File: config.mk
export PLATFORM = sky130hd
export DESIGN_NAME = fspc_plane_deriv
export DESIGN_NICKNAME = d
export VERILOG_FILES = /design/src/fspc_pkg.sv /design/src/fspc_plane_deriv.sv
export SDC_FILE = /design/constraint.sdc
export NUM_CORES = 2
export LEC_CHECK = 0
export BUFFER_PORTS_ARGS = -buffer_cell sky130_fd_sc_hd__buf_2
export CAP_MARGIN = 20
export CELL_PAD_IN_SITES_DETAIL_PLACEMENT = 1
export CELL_PAD_IN_SITES_GLOBAL_PLACEMENT = 2
export CORE_UTILIZATION = 37
export DETAILED_ROUTE_END_ITERATION = 6
export PLACE_DENSITY_LB_ADDON = 0.2
export SLEW_MARGIN = 40
export SYNTH_ARGS = -nofsm -noshare
export SYNTH_HDL_FRONTEND = slang
export SYNTH_SLANG_ARGS = --single-unit
File: constraint.sdc
create_clock -name aclk -period 9.3 [get_ports aclk]
set_clock_uncertainty 0.15 [all_clocks]
set_input_delay 0.465 -clock aclk [delete_from_list [all_inputs] [get_ports aclk]]
set_output_delay 0.465 -clock aclk [all_outputs]
set_load 0.01 [all_outputs]
File: src/fspc_pkg.sv
// Shared types, constants and tables for the frustum sphere/point cull block.
`timescale 1ns / 1ps

package fspc_pkg;

    // Configuration port
    localparam int CFG_REGS   = 4;
    localparam int CFG_IDX_W  = 3;
    localparam int CFG_DATA_W = 64;
    localparam int ENTRY_W    = 16;     // Q3.12 matrix entry
    localparam int COEFS      = 4;      // a, b, c, w per plane
    localparam int COEF_IDX_W = 2;
    localparam int BUILT_PLANES = 6;
    localparam int PLANE_IDX_W  = 3;

    // Stream fields
    localparam int COORD_W   = 24;      // Q15.8 coordinate
    localparam int RADIUS_W  = 23;      // unsigned Q15.8
    localparam int S_TDATA_W = 96;
    localparam int M_TDATA_W = 8;

    // Plane derivation datapath widths
    localparam int VAL_W      = 17;     // unnormalized coefficient, Q4.12
    localparam int SUM_W      = 34;     // sum of three squares
    localparam int ROOT_N_W   = 50;     // radicand, sum shifted up by 16
    localparam int ROOT_W     = 25;     // normal length in units of 2^-20
    localparam int ROOT_TOP   = 48;     // first trial bit of the square root
    localparam int NUM_W      = 42;     // dividend: mag * 2^24 + len
    localparam int DSH_W      = 43;     // divisor aligned for the top quotient bit
    localparam int OVF_W      = 44;     // divisor aligned past the quotient range
    localparam int COEF_W     = 18;     // Q2.15 normalized coefficient
    localparam int DIV_STEPS  = 18;
    localparam int DIV_CNT_W  = 5;

    // Distance datapath widths
    localparam int PROD_W = 42;
    localparam int DIST_W = 44;
    localparam int MARG_W = 45;

    typedef logic signed [VAL_W-1:0]  val_t;
    typedef logic signed [COEF_W-1:0] coef_t;

    typedef struct packed {
        logic  degen;
        coef_t a;
        coef_t b;
        coef_t c;
        coef_t w;
    } plane_t;

    localparam plane_t PLANE_RESET = '{degen: 1'b1, a: '0, b: '0, c: '0, w: '0};

    localparam coef_t COEF_MAX = {1'b0, {(COEF_W-1){1'b1}}};
    localparam coef_t COEF_MIN = {1'b1, {(COEF_W-1){1'b0}}};
    localparam logic [COEF_W-1:0] Q_NEG_LIM = {1'b1, {(COEF_W-1){1'b0}}};

    localparam logic [COEF_IDX_W-1:0] COEF_LAST   = COEF_IDX_W'(COEFS - 1);
    localparam logic [COEF_IDX_W-1:0] NORMAL_LAST = COEF_IDX_W'(2);

    // Per plane: which matrix row combines with row 3, and whether it is subtracted
    localparam logic [1:0] PLANE_ROW [BUILT_PLANES] = '{2'd0, 2'd0, 2'd1, 2'd1, 2'd2, 2'd2};
    localparam logic       PLANE_SUB [BUILT_PLANES] = '{1'b0, 1'b1, 1'b1, 1'b0, 1'b0, 1'b1};

    localparam logic [CFG_IDX_W-1:0] CFG_IDX_LAST = CFG_IDX_W'(CFG_REGS - 1);

    typedef enum logic [3:0] {
        DRV_IDLE,
        DRV_LOAD,
        DRV_SUMSQ,
        DRV_CHECK,
        DRV_ROOT,
        DRV_OVF,
        DRV_DIV,
        DRV_SAT,
        DRV_STORE
    } drv_state_t;

endpackage

File: src/fspc_plane_deriv.sv
// Sequential plane extraction: sum of squares, square root, division, and plane storage.
`timescale 1ns / 1ps

module fspc_plane_deriv #(
    parameter int PLANES = 6
) (
    input  logic                                                    aclk,
    input  logic                                                    aresetn,
    input  logic                                                    restart,
    input  logic [fspc_pkg::CFG_REGS-1:0][fspc_pkg::CFG_DATA_W-1:0] matrix,
    output logic                                                    busy,
    output fspc_pkg::plane_t [PLANES-1:0]                           planes
);
    import fspc_pkg::*;

    localparam int PIDX_W = (PLANES > 1) ? $clog2(PLANES) : 1;

    drv_state_t state_reg, state_next;

    logic [PIDX_W-1:0]     plane_reg;
    logic [COEF_IDX_W-1:0] coef_reg;
    logic [DIV_CNT_W-1:0]  iter_reg;
    val_t                  v_reg [COEFS];
    logic [SUM_W-1:0]      ssum_reg;
    logic [ROOT_N_W-1:0]   rt_n_reg;
    logic [ROOT_N_W-1:0]   rt_res_reg;
    logic [ROOT_N_W-1:0]   rt_bit_reg;
    logic                  degen_reg;
    logic [NUM_W-1:0]      rem_reg;
    logic [DSH_W-1:0]      dsh_reg;
    logic [COEF_W-1:0]     q_reg;
    logic                  ovf_reg;
    coef_t                 qc_reg [COEFS];
    plane_t [PLANES-1:0]   planes_reg;

    logic ld_en, sq_en, chk_en, rt_en, ovf_en, div_en, sat_en, st_en;
    logic plane_last;

    logic [1:0]              row_sel;
    logic                    row_sub;
    logic signed [ENTRY_W-1:0] e3_w [COEFS];
    logic signed [ENTRY_W-1:0] er_w [COEFS];
    val_t                    v_load [COEFS];
    val_t                    v_sel;
    logic signed [SUM_W-1:0] sq_w;
    logic [ROOT_N_W-1:0]     rt_try;
    logic                    rt_ge;
    logic [ROOT_W-1:0]       len_w;
    logic [VAL_W-1:0]        mag_w;
    logic [NUM_W-1:0]        num_w;
    logic [ROOT_W:0]         dbl_w;
    logic                    ovf_w;
    logic                    div_ge;
    logic [DSH_W-1:0]        div_diff;
    coef_t                   sat_w;

    assign plane_last = (plane_reg == PIDX_W'(PLANES - 1));

    // Next state
    always_comb begin
        state_next = state_reg;
        case (state_reg)
            DRV_IDLE:  state_next = DRV_IDLE;
            DRV_LOAD:  state_next = DRV_SUMSQ;
            DRV_SUMSQ: state_next = (coef_reg == NORMAL_LAST) ? DRV_CHECK : DRV_SUMSQ;
            DRV_CHECK: state_next = (ssum_reg == '0) ? DRV_STORE : DRV_ROOT;
            DRV_ROOT:  state_next = rt_bit_reg[0] ? DRV_OVF : DRV_ROOT;
            DRV_OVF:   state_next = DRV_DIV;
            DRV_DIV:   state_next = (iter_reg == DIV_CNT_W'(DIV_STEPS - 1)) ? DRV_SAT : DRV_DIV;
            DRV_SAT:   state_next = (coef_reg == COEF_LAST) ? DRV_STORE : DRV_OVF;
            DRV_STORE: state_next = plane_last ? DRV_IDLE : DRV_LOAD;
            default:   state_next = DRV_IDLE;
        endcase
        // A register write starts the extraction over from the first plane
        if (restart) begin
            state_next = DRV_LOAD;
        end
    end

    // Step enables
    always_comb begin
        ld_en  = 1'b0;
        sq_en  = 1'b0;
        chk_en = 1'b0;
        rt_en  = 1'b0;
        ovf_en = 1'b0;
        div_en = 1'b0;
        sat_en = 1'b0;
        st_en  = 1'b0;
        case (state_reg)
            DRV_LOAD:  ld_en  = 1'b1;
            DRV_SUMSQ: sq_en  = 1'b1;
            DRV_CHECK: chk_en = 1'b1;
            DRV_ROOT:  rt_en  = 1'b1;
            DRV_OVF:   ovf_en = 1'b1;
            DRV_DIV:   div_en = 1'b1;
            DRV_SAT:   sat_en = 1'b1;
            DRV_STORE: st_en  = 1'b1;
            default:   ;
        endcase
    end

    assign busy   = (state_reg != DRV_IDLE);
    assign planes = planes_reg;

    // Unnormalized plane: row 3 plus or minus the selected row
    assign row_sel = PLANE_ROW[PLANE_IDX_W'(plane_reg)];
    assign row_sub = PLANE_SUB[PLANE_IDX_W'(plane_reg)];

    always_comb begin
        for (int c = 0; c < COEFS; c++) begin
            e3_w[c] = signed'(matrix[3][c*ENTRY_W +: ENTRY_W]);
            er_w[c] = signed'(matrix[row_sel][c*ENTRY_W +: ENTRY_W]);
            v_load[c] = row_sub ? (VAL_W'(e3_w[c]) - VAL_W'(er_w[c]))
                                : (VAL_W'(e3_w[c]) + VAL_W'(er_w[c]));
        end
    end

    // One square per cycle
    assign v_sel = v_reg[coef_reg];
    assign sq_w  = SUM_W'(v_sel) * SUM_W'(v_sel);

    // One root bit per cycle
    assign rt_try = rt_res_reg + rt_bit_reg;
    assign rt_ge  = (rt_n_reg >= rt_try);
    assign len_w  = rt_res_reg[ROOT_W-1:0];

    // Division setup: round to nearest by dividing (mag * 2^24 + len) by 2 * len
    assign mag_w = v_sel[VAL_W-1] ? VAL_W'(-v_sel) : VAL_W'(v_sel);
    assign num_w = NUM_W'({mag_w, 24'b0}) + NUM_W'(len_w);
    assign dbl_w = {len_w, 1'b0};
    assign ovf_w = (OVF_W'(num_w) >= {dbl_w, 18'b0});

    // One quotient bit per cycle
    assign div_ge   = (DSH_W'(rem_reg) >= dsh_reg);
    assign div_diff = DSH_W'(rem_reg) - dsh_reg;

    // Apply sign and saturate to Q2.15
    always_comb begin
        if (v_sel[VAL_W-1]) begin
            sat_w = (ovf_reg || (q_reg > Q_NEG_LIM)) ? COEF_MIN : (COEF_W'(0) - q_reg);
        end else begin
            sat_w = (ovf_reg || q_reg[COEF_W-1]) ? COEF_MAX : q_reg;
        end
    end

    // Control state and plane storage
    always_ff @(posedge aclk) begin
        if (!aresetn) begin
            state_reg  <= DRV_IDLE;
            plane_reg  <= '0;
            planes_reg <= {PLANES{PLANE_RESET}};
        end else begin
            state_reg <= state_next;
            if (restart) begin
                plane_reg <= '0;
            end else if (st_en && !plane_last) begin
                plane_reg <= plane_reg + PIDX_W'(1);
            end
            if (st_en) begin
                if (degen_reg) begin
                    planes_reg[plane_reg] <= PLANE_RESET;
                end else begin
                    planes_reg[plane_reg] <= '{degen: 1'b0, a: qc_reg[0], b: qc_reg[1],
                                               c: qc_reg[2], w: qc_reg[3]};
                end
            end
        end
    end

    // Arithmetic registers
    always_ff @(posedge aclk) begin
        if (ld_en) begin
            v_reg    <= v_load;
            coef_reg <= '0;
            ssum_reg <= '0;
        end
        if (sq_en) begin
            ssum_reg <= ssum_reg + $unsigned(sq_w);
            coef_reg <= coef_reg + COEF_IDX_W'(1);
        end
        if (chk_en) begin
            rt_n_reg   <= {ssum_reg, 16'b0};
            rt_res_reg <= '0;
            rt_bit_reg <= ROOT_N_W'(1) << ROOT_TOP;
            degen_reg  <= (ssum_reg == '0);
            coef_reg   <= '0;
        end
        if (rt_en) begin
            if (rt_ge) begin
                rt_n_reg   <= rt_n_reg - rt_try;
                rt_res_reg <= (rt_res_reg >> 1) + rt_bit_reg;
            end else begin
                rt_res_reg <= rt_res_reg >> 1;
            end
            rt_bit_reg <= rt_bit_reg >> 2;
        end
        if (ovf_en) begin
            rem_reg  <= num_w;
            dsh_reg  <= {dbl_w, 17'b0};
            q_reg    <= '0;
            ovf_reg  <= ovf_w;
            iter_reg <= '0;
        end
        if (div_en) begin
            if (div_ge) begin
                rem_reg <= div_diff[NUM_W-1:0];
            end
            dsh_reg  <= dsh_reg >> 1;
            q_reg    <= {q_reg[COEF_W-2:0], div_ge};
            iter_reg <= iter_reg + DIV_CNT_W'(1);
        end
        if (sat_en) begin
            qc_reg[coef_reg] <= sat_w;
            coef_reg         <= coef_reg + COEF_IDX_W'(1);
        end
    end

endmodule

==> results.yml <==
outcome:
  outcome: "completed"
global_routing:
  grt_start_max_net_pins: 219
  first_global_vias: 52230
  gr-usage-all-layers: 0.2610
  grt.overflow.total: 0
  antenna_found_initial: 4
  grt_first_pass_wirelength_um: 325100
critical_path:
  worstPathArrival_ns: 8.88
  cp-startpoint: "coef_reg[0]"
  crit_fanout: 18
  rr_worst_depth: 27
  end_kind: "flip-flop"
  required_ns: 9.59
  reg2reg_from: "coef_reg[0]"
  path_class: "flip-flop to flip-flop"
  start_kind: "flip-flop"
clocking:
  htree_levels: 3
  cts_sinks: 856
  cts_root_buffer: "clkbuf_16"
  ctsResizeCount: 0
  cts_tree: "built"
  cts.path.max_buffers: 3
  numCtsBuffers: 100
  clk_latency_ns: 0.72
  clk_pin_slew_ns: 0.07
power:
  pwr-share-clk: 0.144
  p_leak_nw: 29.48
  pwr-share-seq: 0.142
  ir_drop_mv: 1.034
  total_power_mw: 28.52
  power_frac_comb: 0.714
  powerDensity_nw_per_um2: 418.3
  p_int_mw: 14.79
  swShare: 0.4815
  switching_power_mw: 13.73
die:
  die_h_um: 400.6
  initial_core_util: 0.3747
  pin_count: 698
  dieArea_um2: 160500
  design.core.area_um2: 156900
  die_w_um: 400.6
  rows: 145
timing:
  worstMarginPinSlew_ns: 0.9940
  grt_setup_unrepaired: "no"
  hold_viol_final: 0
  setup_ws_ns: 0.7114
  max_freq_mhz: 116.4
  min_period_ns: 8.589
  setup_tns_ns: 0
  slew-limit-headroom: 0.3373
  maxSlewViolCount: 0
  setup_viol: 0
  finalCritPeriodShare: 0.9235
synthesis:
  synth_nets: 7679
  synth_area_leaders: "dfxtp_1, edfxtp_1, fa_1"
  yosysWarnings: 0
  synth_seq_cells: 856
  syn_inst: 6740
  ys_seq_area_frac: 0.3454
  async_flop_share: 0
  synth_area_um2: 58800
  synthDistinctLibCells: 85
  synth_edf_count: 317
  synth.avg_cell_area_um2: 8.724
  yosys.area.top_type_share: 0.1835
  synth_top_cell_by_area: "dfxtp_1"
  synth-main-ff-cell: "dfxtp_1"
worst_hold_path:
  worstHoldPathType: "primary input to flip-flop"
  hold_depth: 3
  hp-start: "matrix[255]"
detailed_routing:
  ant_nets: 0
  via_count: 49940
  routedWlPerCell_um: 22.52
  initialDrtViolationCount: 2855
  routed_via_density: 5.272
  wl_um: 213400
  drc: 0
  dr.pass1.iters: 5
final_layout:
  drive_gt1_frac: 0.1419
  utilization: 0.4344
  area_growth_pct: 15.94
  seq_area_um2: 20320
  n_fill_cell: 18450
  layout.nets: 8269
  largest_reg_flops: 438
  multi_input_area_um2: 35020
  fin_cells: 9473
placement:
  dp_slack_ns: 0.4824
  place_inst: 9273
  finalWeightedCongestion: 0.8994
  port_buffers: 697
  dp_hpwl_um: 164100
flow_run:
  drv_cap: 0
==> kinds of logic (layout without fill, tap and decap cells) <==
| group | count (synthesis) | after routing | synth area share |
|---|---|---|---|
| AOI/OAI and AO/OA | 1425 | 1425 | 0.1588 |
| other | 1 | 3 | 0.00006378 |
| muxes | 116 | 116 | 0.02164 |
| xor gates and xnor gates | 367 | 367 | 0.05467 |
| adders and majority gates | 680 | 680 | 0.1849 |
| and+or+nand+nor | 2328 | 2328 | 0.1723 |
| DFF | 856 | 856 | 0.3454 |
| buffers and inverters | 967 | 1640 | 0.06220 |
==> area by class of cell <==
| cell class | instances | area share |
|---|---|---|
| well taps | 2058 | 0.03777 |
| inverters | 649 | 0.03574 |
| repair buffers | 806 | 0.06485 |
| diodes | 2 | 0.00007342 |
| multi-input cells | 4917 | 0.5137 |
| clock inverters | 32 | 0.005653 |
| flip-flops and latches | 856 | 0.2980 |
| clock buffers | 153 | 0.04414 |
==> cell usage after synthesis, types with 207 or more instances <==
master       n
xnor2_1    207
inv_1      638
nor2_1     415
nand2_1   1338
dfxtp_1    539
ha_1       365
a21oi_1    305
o21ai_0    244
edfxtp_1   317
a21boi_0   440
clkbuf_1   286
fa_1       315
==> layout by cell type (no fill, tap or decap), types with 40 or more instances in the layout <==
| cell | n |
|---|---|
| xor2_1 | 160 |
| clkbuf_16 | 106 |
| a21oi_1 | 305 |
| mux2i_1 | 98 |
| nand2_1 | 1335 |
| a31oi_1 | 94 |
| a21o_1 | 80 |
| and2_1 | 43 |
| ha_1 | 365 |
| o21ai_0 | 239 |
| and3_1 | 83 |
| dfxtp_1 | 537 |
| nor2_1 | 414 |
| buf_4 | 93 |
| nand2b_1 | 41 |
| a21boi_0 | 440 |
| nand4_1 | 40 |
| edfxtp_1 | 317 |
| inv_1 | 638 |
| xnor2_1 | 207 |
| buf_2 | 696 |
| nand3_1 | 94 |
| fa_1 | 314 |
| nor3_1 | 45 |
| nor2b_1 | 94 |
==> final timing paths <==
| kind | endpoint | slack, ns |
|---|---|---|
| worst max-delay path | ssum_reg[32] | 0.71 |
| worst min-delay path | v_reg[16] | 0.05 |
| worst max register to register | ssum_reg[32] | 0.71 |
| worst min register to register | planes[29] | 0.31 |
==> metal layers <==
layer / wire length (µm) / track usage / up-vias / part of all wire
met5: 34 / 0 / - / 0.00016
met4: 5747 / 0.07146 / 6 / 0.027
met2: 103600 / 0.4527 / 1041 / 0.49
met3: 9502 / 0.03685 / 237 / 0.045
li1: - / - / 23740 / -
met1: 94420 / 0.3370 / 24910 / 0.44
==> power by group through the flow <==
stage          combinational [mW]  clock, mW  sequential, mW
6_report                     20.4       4.11            4.05
5_1_grt                      22.8       4.34            4.05
4_1_cts                      20.6       4.19            4.05
3_5_place_dp                 20.3          0            4.13
3_3_place_gp                 19.9          0            4.13
2_1_floorplan                14.9          0            4.09
==> through the flow <==
stage          cell area, µm²  hold slack [ns]
3_5_place_dp            64600           0.3057
3_3_place_gp            64520           0.2980
4_1_cts                 68060          0.01437
2_1_floorplan           58800           0.2903
6_report                68170          0.05497
5_1_grt                 68170          0.06204
==> worst max-delay path, cell delays in order (launching register included) <==
cell      delay, ns
edfxtp_1       0.53
buf_4          0.29
mux4_2         0.38
buf_4          0.30
and2_1         0.23
inv_1          0.07
fa_1           0.54
inv_1          0.06
fa_1           0.54
inv_1          0.06
fa_1           0.52
inv_1          0.05
ha_1           0.28
fa_1           0.49
inv_1          0.05
fa_1           0.49
inv_1          0.05
ha_1           0.36
a211o_1        0.34
o311ai_1       0.35
a31oi_1        0.20
o41ai_1        0.52
nor3_1         0.15
o41a_1         0.42
or3_1          0.34
a221oi_1       0.33
xor2_1         0.18
nor2_1         0.05
==> what timing repair did <==
action                     4_1_cts  5_1_grt
setup endpoints to repair        0        1
hold buffers                     6        0
setup buffers                    0        5
hold endpoints to repair         6        0
Power figures use the tool's default switching activity.
